==> config.mk <==
export PLATFORM = sky130hd
export DESIGN_NAME = bra_seq
export DESIGN_NICKNAME = d
export VERILOG_FILES = /design/src/design/bra_pkg.sv /design/src/design/bra_seq.sv
export SDC_FILE = /design/constraint.sdc
export NUM_CORES = 1
export LEC_CHECK = 0
export BUFFER_PORTS_ARGS = -buffer_cell sky130_fd_sc_hd__buf_2
export CAP_MARGIN = 20
export CORE_ASPECT_RATIO = 0.75
export CORE_MARGIN = 3
export CORE_UTILIZATION = 57
export DETAILED_ROUTE_END_ITERATION = 8
export PLACE_DENSITY = 0.79
export RECOVER_POWER = 100
export SYNTH_ARGS = -nofsm -noshare
export SYNTH_HDL_FRONTEND = slang
export SYNTH_SLANG_ARGS = --single-unit
==> constraint.sdc <==
create_clock -name clk -period 7.95 [get_ports clk]
set_input_delay 1.59 -clock clk [delete_from_list [all_inputs] [get_ports clk]]
set_output_delay 1.59 -clock clk [all_outputs]
set_load 0.01 [all_outputs]
==> src/design/bra_pkg.sv <==
// Shared types, constants and helper functions of the buddy range allocator.
package bra_pkg;

	localparam int MIN_CLASS_DEF = 8;
	localparam int MAX_CLASS_DEF = 16;
	localparam int ARENA_LOG_DEF = 20;
	localparam int QUANTUM_LOG   = 8;
	localparam int CLASS_W       = 6;
	localparam int WORD_W        = 32;
	localparam int REQ_W         = 21;
	localparam int FIRST_W       = 20;
	localparam int CAP_W         = 17;

	localparam logic [1:0] STATUS_OK    = 2'd0;
	localparam logic [1:0] STATUS_RANGE = 2'd1;
	localparam logic [1:0] STATUS_FULL  = 2'd2;

	localparam logic OP_ACQUIRE = 1'b0;
	localparam logic OP_RELEASE = 1'b1;

	typedef struct packed {
		logic               operation;
		logic [REQ_W-1:0]   request_vertices;
		logic [FIRST_W-1:0] block_first;
		logic [CAP_W-1:0]   block_capacity;
	} in_word_t;

	typedef struct packed {
		logic [1:0]         status;
		logic [FIRST_W-1:0] first_vertex;
		logic [CAP_W-1:0]   capacity_vertices;
	} out_word_t;

	function automatic logic [4:0] lsb32(input logic [WORD_W-1:0] w);
		logic [4:0] r;
		r = '0;
		for (int i = WORD_W - 1; i >= 0; i--) begin
			if (w[i]) begin
				r = 5'(i);
			end
		end
		return r;
	endfunction

	function automatic logic [CLASS_W-1:0] tz17(input logic [CAP_W-1:0] v);
		logic [CLASS_W-1:0] r;
		r = CLASS_W'(CAP_W);
		for (int i = CAP_W - 1; i >= 0; i--) begin
			if (v[i]) begin
				r = CLASS_W'(i);
			end
		end
		return r;
	endfunction

endpackage

==> src/design/bra_seq.sv <==
// Sequencer for acquire and release over the free-mark memory and the tail.
module bra_seq import bra_pkg::*; #(
	parameter int MIN_CLASS = MIN_CLASS_DEF,
	parameter int MAX_CLASS = MAX_CLASS_DEF,
	parameter int ARENA_LOG = ARENA_LOG_DEF,
	localparam int BW = ARENA_LOG - MIN_CLASS + 1,
	localparam int AW = BW - 5
) (
	input  logic              clk,
	input  logic              arst_n,
	input  logic              accept,
	input  in_word_t          request,
	output logic              busy,
	output logic              done,
	output out_word_t         result,
	output logic [AW-1:0]     ram_raddr,
	input  logic [WORD_W-1:0] ram_rdata,
	output logic              ram_we,
	output logic [AW-1:0]     ram_waddr,
	output logic [WORD_W-1:0] ram_wdata
);

	localparam int TOP_CLASS = (MAX_CLASS < ARENA_LOG) ? MAX_CLASS : ARENA_LOG;
	localparam int HW = ARENA_LOG + 1;
	localparam int CW = CLASS_W;

	typedef enum logic [4:0] {
		IDLE, DECODE, SCAN_INIT, SCAN_RD, SCAN_CHK, FOUND, SPLIT, TAIL_ALIGN,
		TAIL_CHK, GAP, MERGE, MERGE_R, MERGE_C, FINAL, TRIM_START, TRIM, TRIM_R,
		TRIM_C, SET_RD, SET_WR, GRANT
	} state_t;

	state_t                 state_q, ret_q;
	in_word_t               req_q;
	logic [CW-1:0]          cls_q, mcls_q, j_q, s_q;
	logic [ARENA_LOG-1:0]   midx_q, idx_q, first_q;
	logic [HW-1:0]          hw_q, gap_q, aligned_q;
	logic [AW-1:0]          scan_w_q;
	out_word_t              result_q;
	logic                   done_q;

	logic [BW:0]            fm_full, one_sh;
	logic [BW-1:0]          base_m, last_m, mark_b, found_b, found_idx;
	logic [AW-1:0]          mark_w;
	logic [WORD_W-1:0]      bit_mask, lo_mask, hi_mask, hits, pos_mask;
	logic [4:0]             pos;
	logic [CW-1:0]          acq_c, rel_c;
	logic [HW-1:0]          cap_h, span;
	logic                   gap_bit, mark_hit, align_bad, beyond;

	always_comb begin
		fm_full   = {1'b1, {BW{1'b0}}};
		one_sh    = (BW+1)'(1) << (CW'(ARENA_LOG + 1) - mcls_q);
		base_m    = BW'(fm_full - one_sh);
		last_m    = BW'(fm_full - (one_sh >> 1) - (BW+1)'(1));
		mark_b    = base_m + midx_q[BW-1:0];
		mark_w    = mark_b[BW-1:5];
		bit_mask  = WORD_W'(1) << mark_b[4:0];
		mark_hit  = |(ram_rdata & bit_mask);
		lo_mask   = (scan_w_q == base_m[BW-1:5]) ? ({WORD_W{1'b1}} << base_m[4:0])
			: {WORD_W{1'b1}};
		hi_mask   = (scan_w_q == last_m[BW-1:5])
			? ~({{(WORD_W-1){1'b1}}, 1'b0} << last_m[4:0]) : {WORD_W{1'b1}};
		hits      = ram_rdata & lo_mask & hi_mask;
		pos       = lsb32(hits);
		pos_mask  = WORD_W'(1) << pos;
		found_b   = {scan_w_q, pos};
		found_idx = found_b - base_m;
		cap_h     = HW'(1) << cls_q;
		span      = HW'(1) << j_q;
		gap_bit   = |(gap_q & span);

		acq_c = CW'(QUANTUM_LOG);
		for (int k = QUANTUM_LOG; k < REQ_W; k++) begin
			if (req_q.request_vertices > (REQ_W'(1) << k)) begin
				acq_c = CW'(k + 1);
			end
		end
		rel_c     = tz17(req_q.block_capacity);
		align_bad = (32'(req_q.block_first) & ((32'(1) << rel_c) - 32'd1)) != 32'd0;
		beyond    = (32'(req_q.block_first) >> ARENA_LOG) != 32'd0;
	end

	always_comb begin
		ram_raddr = mark_w;
		ram_we    = 1'b0;
		ram_waddr = mark_w;
		ram_wdata = ram_rdata & ~bit_mask;
		unique case (state_q)
			SCAN_RD: begin
				ram_raddr = scan_w_q;
			end
			SCAN_CHK: begin
				ram_raddr = scan_w_q + AW'(1);
				ram_we    = hits != '0;
				ram_waddr = scan_w_q;
				ram_wdata = ram_rdata & ~pos_mask;
			end
			SET_WR: begin
				ram_we    = 1'b1;
				ram_wdata = ram_rdata | bit_mask;
			end
			MERGE_C, TRIM_C: begin
				ram_we = mark_hit;
			end
			default: begin
				ram_we = 1'b0;
			end
		endcase
	end

	always_ff @(posedge clk or negedge arst_n) begin
		if (!arst_n) begin
			state_q   <= IDLE;
			ret_q     <= IDLE;
			req_q     <= '0;
			cls_q     <= '0;
			mcls_q    <= CW'(MIN_CLASS);
			j_q       <= '0;
			s_q       <= '0;
			midx_q    <= '0;
			idx_q     <= '0;
			first_q   <= '0;
			hw_q      <= '0;
			gap_q     <= '0;
			aligned_q <= '0;
			scan_w_q  <= '0;
			result_q  <= '0;
			done_q    <= 1'b0;
		end else begin
			done_q <= 1'b0;
			unique case (state_q)
				IDLE: begin
					if (accept) begin
						req_q   <= request;
						state_q <= DECODE;
					end
				end
				DECODE: begin
					result_q <= '0;
					unique case (req_q.operation)
						OP_ACQUIRE: begin
							if (acq_c < CW'(MIN_CLASS) || acq_c > CW'(MAX_CLASS)) begin
								result_q.status <= STATUS_RANGE;
								done_q          <= 1'b1;
								state_q         <= IDLE;
							end else if (acq_c > CW'(ARENA_LOG)) begin
								result_q.status <= STATUS_FULL;
								done_q          <= 1'b1;
								state_q         <= IDLE;
							end else begin
								cls_q   <= acq_c;
								mcls_q  <= acq_c;
								state_q <= SCAN_INIT;
							end
						end
						OP_RELEASE: begin
							if (req_q.block_capacity == '0) begin
								done_q  <= 1'b1;
								state_q <= IDLE;
							end else if (rel_c < CW'(MIN_CLASS) || rel_c > CW'(MAX_CLASS)) begin
								result_q.status <= STATUS_RANGE;
								done_q          <= 1'b1;
								state_q         <= IDLE;
							end else if (rel_c > CW'(ARENA_LOG) || align_bad || beyond) begin
								done_q  <= 1'b1;
								state_q <= IDLE;
							end else begin
								cls_q   <= rel_c;
								idx_q   <= ARENA_LOG'(32'(req_q.block_first) >> rel_c);
								state_q <= MERGE;
							end
						end
						default: begin
							state_q <= IDLE;
						end
					endcase
				end
				SCAN_INIT: begin
					scan_w_q <= base_m[BW-1:5];
					state_q  <= SCAN_RD;
				end
				SCAN_RD: begin
					state_q <= SCAN_CHK;
				end
				SCAN_CHK: begin
					if (hits != '0) begin
						idx_q   <= ARENA_LOG'(found_idx);
						state_q <= FOUND;
					end else if (scan_w_q == last_m[BW-1:5]) begin
						if (mcls_q == CW'(TOP_CLASS)) begin
							state_q <= TAIL_ALIGN;
						end else begin
							mcls_q  <= mcls_q + CW'(1);
							state_q <= SCAN_INIT;
						end
					end else begin
						scan_w_q <= scan_w_q + AW'(1);
					end
				end
				FOUND: begin
					first_q <= idx_q << mcls_q;
					s_q     <= mcls_q;
					state_q <= (mcls_q == cls_q) ? GRANT : SPLIT;
				end
				SPLIT: begin
					if (s_q > cls_q) begin
						mcls_q  <= s_q - CW'(1);
						midx_q  <= (first_q >> (s_q - CW'(1))) | ARENA_LOG'(1);
						s_q     <= s_q - CW'(1);
						ret_q   <= SPLIT;
						state_q <= SET_RD;
					end else begin
						state_q <= GRANT;
					end
				end
				TAIL_ALIGN: begin
					aligned_q <= (hw_q + cap_h - HW'(1)) & ~(cap_h - HW'(1));
					state_q   <= TAIL_CHK;
				end
				TAIL_CHK: begin
					if (({1'b0, aligned_q} + {1'b0, cap_h}) > ((HW+1)'(1) << ARENA_LOG)) begin
						result_q.status <= STATUS_FULL;
						done_q          <= 1'b1;
						state_q         <= IDLE;
					end else begin
						gap_q   <= hw_q;
						j_q     <= '0;
						state_q <= GAP;
					end
				end
				GAP: begin
					if (j_q == cls_q || (gap_bit && (j_q < CW'(MIN_CLASS)
							|| j_q > CW'(MAX_CLASS)))) begin
						hw_q    <= aligned_q + cap_h;
						first_q <= aligned_q[ARENA_LOG-1:0];
						state_q <= GRANT;
					end else if (gap_bit) begin
						mcls_q  <= j_q;
						midx_q  <= ARENA_LOG'(gap_q >> j_q);
						gap_q   <= gap_q + span;
						j_q     <= j_q + CW'(1);
						ret_q   <= GAP;
						state_q <= SET_RD;
					end else begin
						j_q <= j_q + CW'(1);
					end
				end
				MERGE: begin
					if (cls_q < CW'(TOP_CLASS)) begin
						mcls_q  <= cls_q;
						midx_q  <= idx_q ^ ARENA_LOG'(1);
						state_q <= MERGE_R;
					end else begin
						state_q <= FINAL;
					end
				end
				MERGE_R: begin
					state_q <= MERGE_C;
				end
				MERGE_C: begin
					if (mark_hit) begin
						idx_q   <= idx_q >> 1;
						cls_q   <= cls_q + CW'(1);
						state_q <= MERGE;
					end else begin
						state_q <= FINAL;
					end
				end
				FINAL: begin
					mcls_q  <= cls_q;
					midx_q  <= idx_q;
					ret_q   <= TRIM_START;
					state_q <= SET_RD;
				end
				TRIM_START: begin
					j_q     <= CW'(TOP_CLASS);
					state_q <= TRIM;
				end
				TRIM: begin
					if (hw_q >= span && (hw_q & (span - HW'(1))) == '0) begin
						mcls_q  <= j_q;
						midx_q  <= ARENA_LOG'((hw_q - span) >> j_q);
						state_q <= TRIM_R;
					end else if (j_q == CW'(MIN_CLASS)) begin
						done_q  <= 1'b1;
						state_q <= IDLE;
					end else begin
						j_q <= j_q - CW'(1);
					end
				end
				TRIM_R: begin
					state_q <= TRIM_C;
				end
				TRIM_C: begin
					if (mark_hit) begin
						hw_q    <= hw_q - span;
						state_q <= TRIM_START;
					end else if (j_q == CW'(MIN_CLASS)) begin
						done_q  <= 1'b1;
						state_q <= IDLE;
					end else begin
						j_q     <= j_q - CW'(1);
						state_q <= TRIM;
					end
				end
				SET_RD: begin
					state_q <= SET_WR;
				end
				SET_WR: begin
					state_q <= ret_q;
				end
				GRANT: begin
					result_q.status            <= STATUS_OK;
					result_q.first_vertex      <= FIRST_W'(32'(first_q));
					result_q.capacity_vertices <= CAP_W'(32'(1) << cls_q);
					done_q                     <= 1'b1;
					state_q                    <= IDLE;
				end
				default: begin
					state_q <= IDLE;
				end
			endcase
		end
	end

	assign busy   = state_q != IDLE;
	assign done   = done_q;
	assign result = result_q;

endmodule

### Word-level counts from Yosys, hierarchy flattened

Index checks and enable logic that the tools add are counted.

| operators by class | value |
|---|---|
| $add $sub $neg | 21 |
| magnitude comparators | 25 |
| equal/unequal tests | 59 |
| shift-type cells | 14 |
| multiplexer cells | 163 |
| bitwise operators | 16 |
| reductions and logical operators | 43 |

Operators with widths:

| operator | number |
|---|---|
| 2-to-1 mux 6 bit | 48 |
| 2-to-1 mux 5 bit | 44 |
| AND 32 bit | 5 |
| 2-to-1 mux 20 bit | 7 |
| 2-to-1 mux 21 bit | 5 |
| case mux 5 bit (20 select lines) | 1 |
| NOT 32 bit | 3 |
| case mux 21 bit (2 select lines) | 2 |
| case mux 37 bit (2 select lines) | 1 |
| 2-to-1 mux 13 bit | 5 |
| case mux 13 bit (5 select lines) | 1 |
| 2-to-1 mux 32 bit | 2 |
| case mux 32 bit (2 select lines) | 1 |
| nonzero test 32 bit | 2 |
| left shift 1 x 5 -> 32 bit (first input constant) | 2 |
| left shift 32 x 5 -> 32 bit (first input constant) | 2 |
| adder 21 bit | 3 |
| AND 21 bit | 3 |
| subtractor 21 x 1 -> 21 bit (second input constant) | 3 |
| case mux 20 bit (3 select lines) | 1 |
| != test 2 bit (second input constant) | 25 |
| case mux 6 bit (7 select lines) | 1 |
| left shift 1 x 6 -> 21 bit (first input constant) | 2 |
| >> shifter 21 x 6 -> 13 bit | 2 |
| other kinds (85) | 170 |

| word-level totals | value |
|---|---|
| register bits after elaboration | 257 |
| input bits | 94 |
| output and inout bits | 90 |

### Depth between registers and ports, before layout

| logic depth | value |
|---|---|
| depth in word-level cells | 44 |
| gate-level depth with buffers | 41 |
| mapped depth without buffers | 39 |

### Least setup slack after synthesis

No wires, ideal clock.

| timing path | value |
|---|---|
| kind | register to output |
| start point | reg mcls_q[1] |
| end point | out ram_wdata[8] |
| arrival time | 6.349 ns |
| slack | 0.011 ns |
| cell stages (with the launch flop) | 31 |
| path buffers | 6 |
| cells stage by stage | dfrtp_1 > clkbuf_1 > clkbuf_1 > clkbuf_1 > clkbuf_1 > nor2_1 > nand2_1 > ha_1 > buf_2 > inv_2 > a41oi_1 > o21ai_2 > nand4_1 > o21ai_0 > a21oi_1 > inv_1 > ha_1 > inv_1 > nor2_1 > nand4_1 > clkbuf_1 > o41ai_1 > o211a_1 > nor2_1 > a21oi_1 > o21ai_0 > a211oi_1 > o311a_1 > inv_1 > and3_1 > a221oi_1 |

| on the way | value |
|---|---|
| cells in the longest elaborated chain, start to end | 44 |
| elaborated cells between the ends (all ways) | 55 |

RTL lines:

| what | RTL line | RTL |
|---|---|---|
| from (decl) | bra_seq.sv:35 | `logic [CW-1:0] cls_q, mcls_q, j_q, s_q;` |
| from (signal assigned) | bra_seq.sv:118 | `mcls_q <= CW'(MIN_CLASS);` |
| from (signal assigned) | bra_seq.sv:153 | `mcls_q <= acq_c;` |
| from (signal assigned) | bra_seq.sv:194 | `mcls_q <= mcls_q + CW'(1);` |
| subtractor 5 x 6 -> 6 bit * | bra_seq.sv:53 | `one_sh = (BW+1)'(1) << (CW'(ARENA_LOG + 1) - mcls_q);` |
| left shift 1 x 6 -> 14 bit * | bra_seq.sv:53 |  |
| subtractor 1 x 13 -> 13 bit | bra_seq.sv:55 | `last_m = BW'(fm_full - (one_sh >> 1) - (BW+1)'(1));` |
| subtractor 13 x 1 -> 13 bit | bra_seq.sv:55 |  |
| left shift 32 x 5 -> 32 bit | bra_seq.sv:63 | `? ~({{(WORD_W-1){1'b1}}, 1'b0} << last_m[4:0]) : {WORD_W{1'b1}};` |
| NOT 32 bit | bra_seq.sv:63 |  |
| 2-to-1 mux 32 bit | bra_seq.sv:63 |  |
| AND 32 bit | bra_seq.sv:64 | `hits = ram_rdata & lo_mask & hi_mask;` |
| 2-to-1 mux 5 bit (32 in a row) | bra_pkg.sv:38 | `if (w[i]) begin` |
| left shift 1 x 5 -> 32 bit | bra_seq.sv:66 | `pos_mask = WORD_W'(1) << pos;` |
| NOT 32 bit | bra_seq.sv:97 | `ram_wdata = ram_rdata & ~pos_mask;` |
| AND 32 bit | bra_seq.sv:97 |  |
| case mux 32 bit (2 select lines) * | bra_seq.sv:89 | `unique case (state_q)` |
| to (decl) | bra_seq.sv:20 | `output logic [WORD_W-1:0] ram_wdata` |

Every way passes the cells marked *; elsewhere a longest branch is shown, timed or not.

### Worst setup path in the final report

| timing path | value |
|---|---|
| start point | reg mcls_q[2] |
| end point | out ram_wdata[18] |

The elaborated chain is that of the path after synthesis.

==> flow_metrics.tcl <==
set metrics [dict create \
    status "finished with violations" \
    violations "capacitance limit, slew limit" \
    use_met3 0.1164 \
    synth_xor_area_frac 0.04577 \
    ys_ff_latch 255 \
    io_pins 184 \
    yosysSeqAreaShare 0.2484 \
    die_x_um 251.2 \
    layout_commonest_cell "nand2_1" \
    synthAdderAreaFrac 0.08078 \
    crit_required_ps 6360 \
    fin_skew_ps 20.39 \
    synth_warnings 0 \
    hp-class "flop to flop" \
    report.final.slew_viol_count 234 \
    viasPerCell 6.906 \
    tightest_slew_ps 5541 \
    pwr-share-seq 0.178 \
    syn_area_per_cell_um2 7.677 \
    power.density_nw_per_um2 518.3 \
    antenna_left 0 \
    clock.fmax_mhz 128.0 \
    nets 3726 \
    syn_area_um2 25690 \
    fin_crit_ps 7810 \
    drv_cap 4 \
    postSynth.asyncResetShare 1.000 \
    grt_usage 0.4143 \
    drt_iter0_markers 4261 \
    finalSetupViolCount 0 \
    synth_simple_gate_area_frac 0.2036 \
    multiInputGateArea_um2 18230 \
    place_hpwl_mm 79.40 \
    use_met2 0.5711 \
    relSlewSlack -2.694 \
    power.total_uw 14850 \
    grt_pass1_wl_mm 154.9 \
    synthMuxAreaShare 0.09588 \
    synth_top_area_frac 0.2474 \
    ys.flop_type "dfrtp_1" \
    leakage_uw 0.01292 \
    clk_latency_ps 600 \
    irDropWorstVdd_uv 313.7 \
    critPathArrivalTime_ps 6220 \
    clk_pin_slew_ps 60 \
    path_max_fanout 7 \
    place_inst 3995 \
    routed_wirelength_mm 102.9 \
    critPathBufInv 7 \
    syn_inst 3347 \
    final_area_um2 28660 \
    routabilityCongestion 1.060 \
    synth-compound-area-share 0.2681 \
    period_share 0.9823 \
    htreeDepth 1 \
    worst-path-stages 26 \
    crit_top_cell "ha_4" \
    area_growth_syn_to_layout_pct 11.54 \
    utilization 0.6523 \
    use_met1 0.6316 \
    synth_edf_count 0 \
    fillCellCount 3767 \
    crit_family "simple AND/OR/NAND/NOR gates" \
    cts_tree "built" \
    comb_power_share 0.729 \
    dr.pass1.iters 7 \
    placed_area_um2 27210 \
    num_rows 66 \
    synth_top_family_by_area "compound AO/OA/AOI/OAI gates" \
    antenna_found_initial 5 \
    drive_gt1_frac 0.1389 \
    p_sw_uw 8332 \
    syn_nets 3601 \
    synth_cell_types 104 \
    synth_top_area_cell "dfrtp_1" \
    core_area_um2 43930 \
    power_frac_clock 0.093 \
    critPathLaunchType "flop" \
    clockRootBuffer "clkbuf_16" \
    grt.busiest_layer "met1" \
    crit_type "flop to output pin" \
    p_int_uw 6522 \
    grt_max_degree 165 \
    cts_made_buffers 27 \
    vias 28110 \
    overflow 0 \
    grt_pass1_vias 25650 \
    cts_buffer_depth 3 \
    die_h_um 189.9 \
    antenna_cells 0 \
    start_util 0.5849 \
    hold_violations 0 \
    io_buffer_count 183 \
    crit_path_end_kind "output pin" \
    routedWlPerCell_um 25.27 \
    cp_slowest_cell "or4b_4" \
    final_cells 4070 \
    die-area_um2 47690 \
    regArea_um2 6385 \
    mostFrequentLayoutCells "nand2_1, nor2_1, a21oi_1, dfrtp_1, o21ai_0" \
    whs_path_depth 2 \
    clock-sinks 255 \
    critPathMaxStageDelay_ps 590 \
    synth_area_leaders "dfrtp_1, ha_1, nand2_1, a21oi_1, o21ai_0" \
    drcViolationCount 0 \
    switching_share 0.5609 \
    reg2reg_depth 39 \
]
==> cell type report <==
type / instances / share of cell area
clock inverter: 16 / 0.007466
tap: 578 / 0.02523
multi-input combinational: 2704 / 0.6362
clock buffer: 33 / 0.02471
timing repair buffer: 274 / 0.05610
inverter: 210 / 0.02750
sequential: 255 / 0.2228
==> power groups by stage <==
stage / clock, uW / combinational (uW) / sequential [uW]
after floorplan: 0 / 7330 / 2150
after global placement: 0 / 9850 / 2560
after detailed placement: 0 / 10100 / 2590
after CTS: 1380 / 10200 / 2580
after global routing: 1440 / 11600 / 2680
final: 1380 / 10800 / 2650
==> synth_stat cells (50+ instances only) <==
cell type,n
nor3_1,66
nor2_1,294
a211oi_1,53
dfrtp_1,254
nand3_1,92
ha_1,153
o21ai_0,257
a21oi_1,271
mux2i_1,110
inv_1,206
a22oi_1,50
nand2_1,420
mux2_2,93
clkbuf_1,145
xnor2_1,91
==> worst paths after layout <==
path / slack, ps / from / to
setup / recovery: 140 / mcls_q[2] / ram_wdata[18]
hold / removal: 480 / result[38] / result[38]
setup reg to reg: 630 / mcls_q[2] / idx_q[10]
hold reg to reg: 480 / result[38] / result[38]
max in group asynchronous: 1800 / arst_n / scan_w_q[2]
min in group asynchronous: 3010 / arst_n / result[10]
==> layer usage <==
metal | part of all wire | wire [um]
met2 | 0.39 | 40600
met4 | 0.032 | 3317
met1 | 0.43 | 44150
met3 | 0.14 | 14740
met5 | 0.00045 | 46
==> kinds of logic after synthesis <==
logic type / Yosys count
xor+xnor: 130
compound gates: 1061
simple gates: 1134
fa+ha+maj: 162
flops: 255
buf+inv: 388
mux: 217
==> worst min-delay path, delay by kind of cell, from the launching register on <==
family           cells  cell delay (ps)
DFF                  1              350
and+or+nand+nor      2              110
==> state kept, by name, indices dropped and copies added, names as in the netlist <==
register,count
midx_q,13
s_q,6
done,1
first_q,20
idx_q,20
hw_q,21
aligned_q,21
gap_q,21
cls_q,6
state_q,5
scan_w_q,8
req_q,59
j_q,6
result,39
mcls_q,6
ret_q,3
==> per-stage QoR <==
stage	TNS (ps)	hold slack, ps	worst slack, ps
6_report	0	483.8	140.4
5_1_grt	-1254	515.0	-124.9
3_3_place_gp	0	460.4	287.1
2_1_floorplan	0	450.2	10.81
4_1_cts	0	481.1	6.958
3_5_place_dp	0	462.8	151.4
==> what timing repair did <==
item,4_1_cts,5_1_grt
cloned,0,3
endpoints found under the hold margin,0,0
setup buffers,8,13
pin swaps,5,22
setup endpoints to repair,32,36
resized for setup,24,66
hold buffers,0,0
Note: power is estimated with default switching activity, not from simulation.
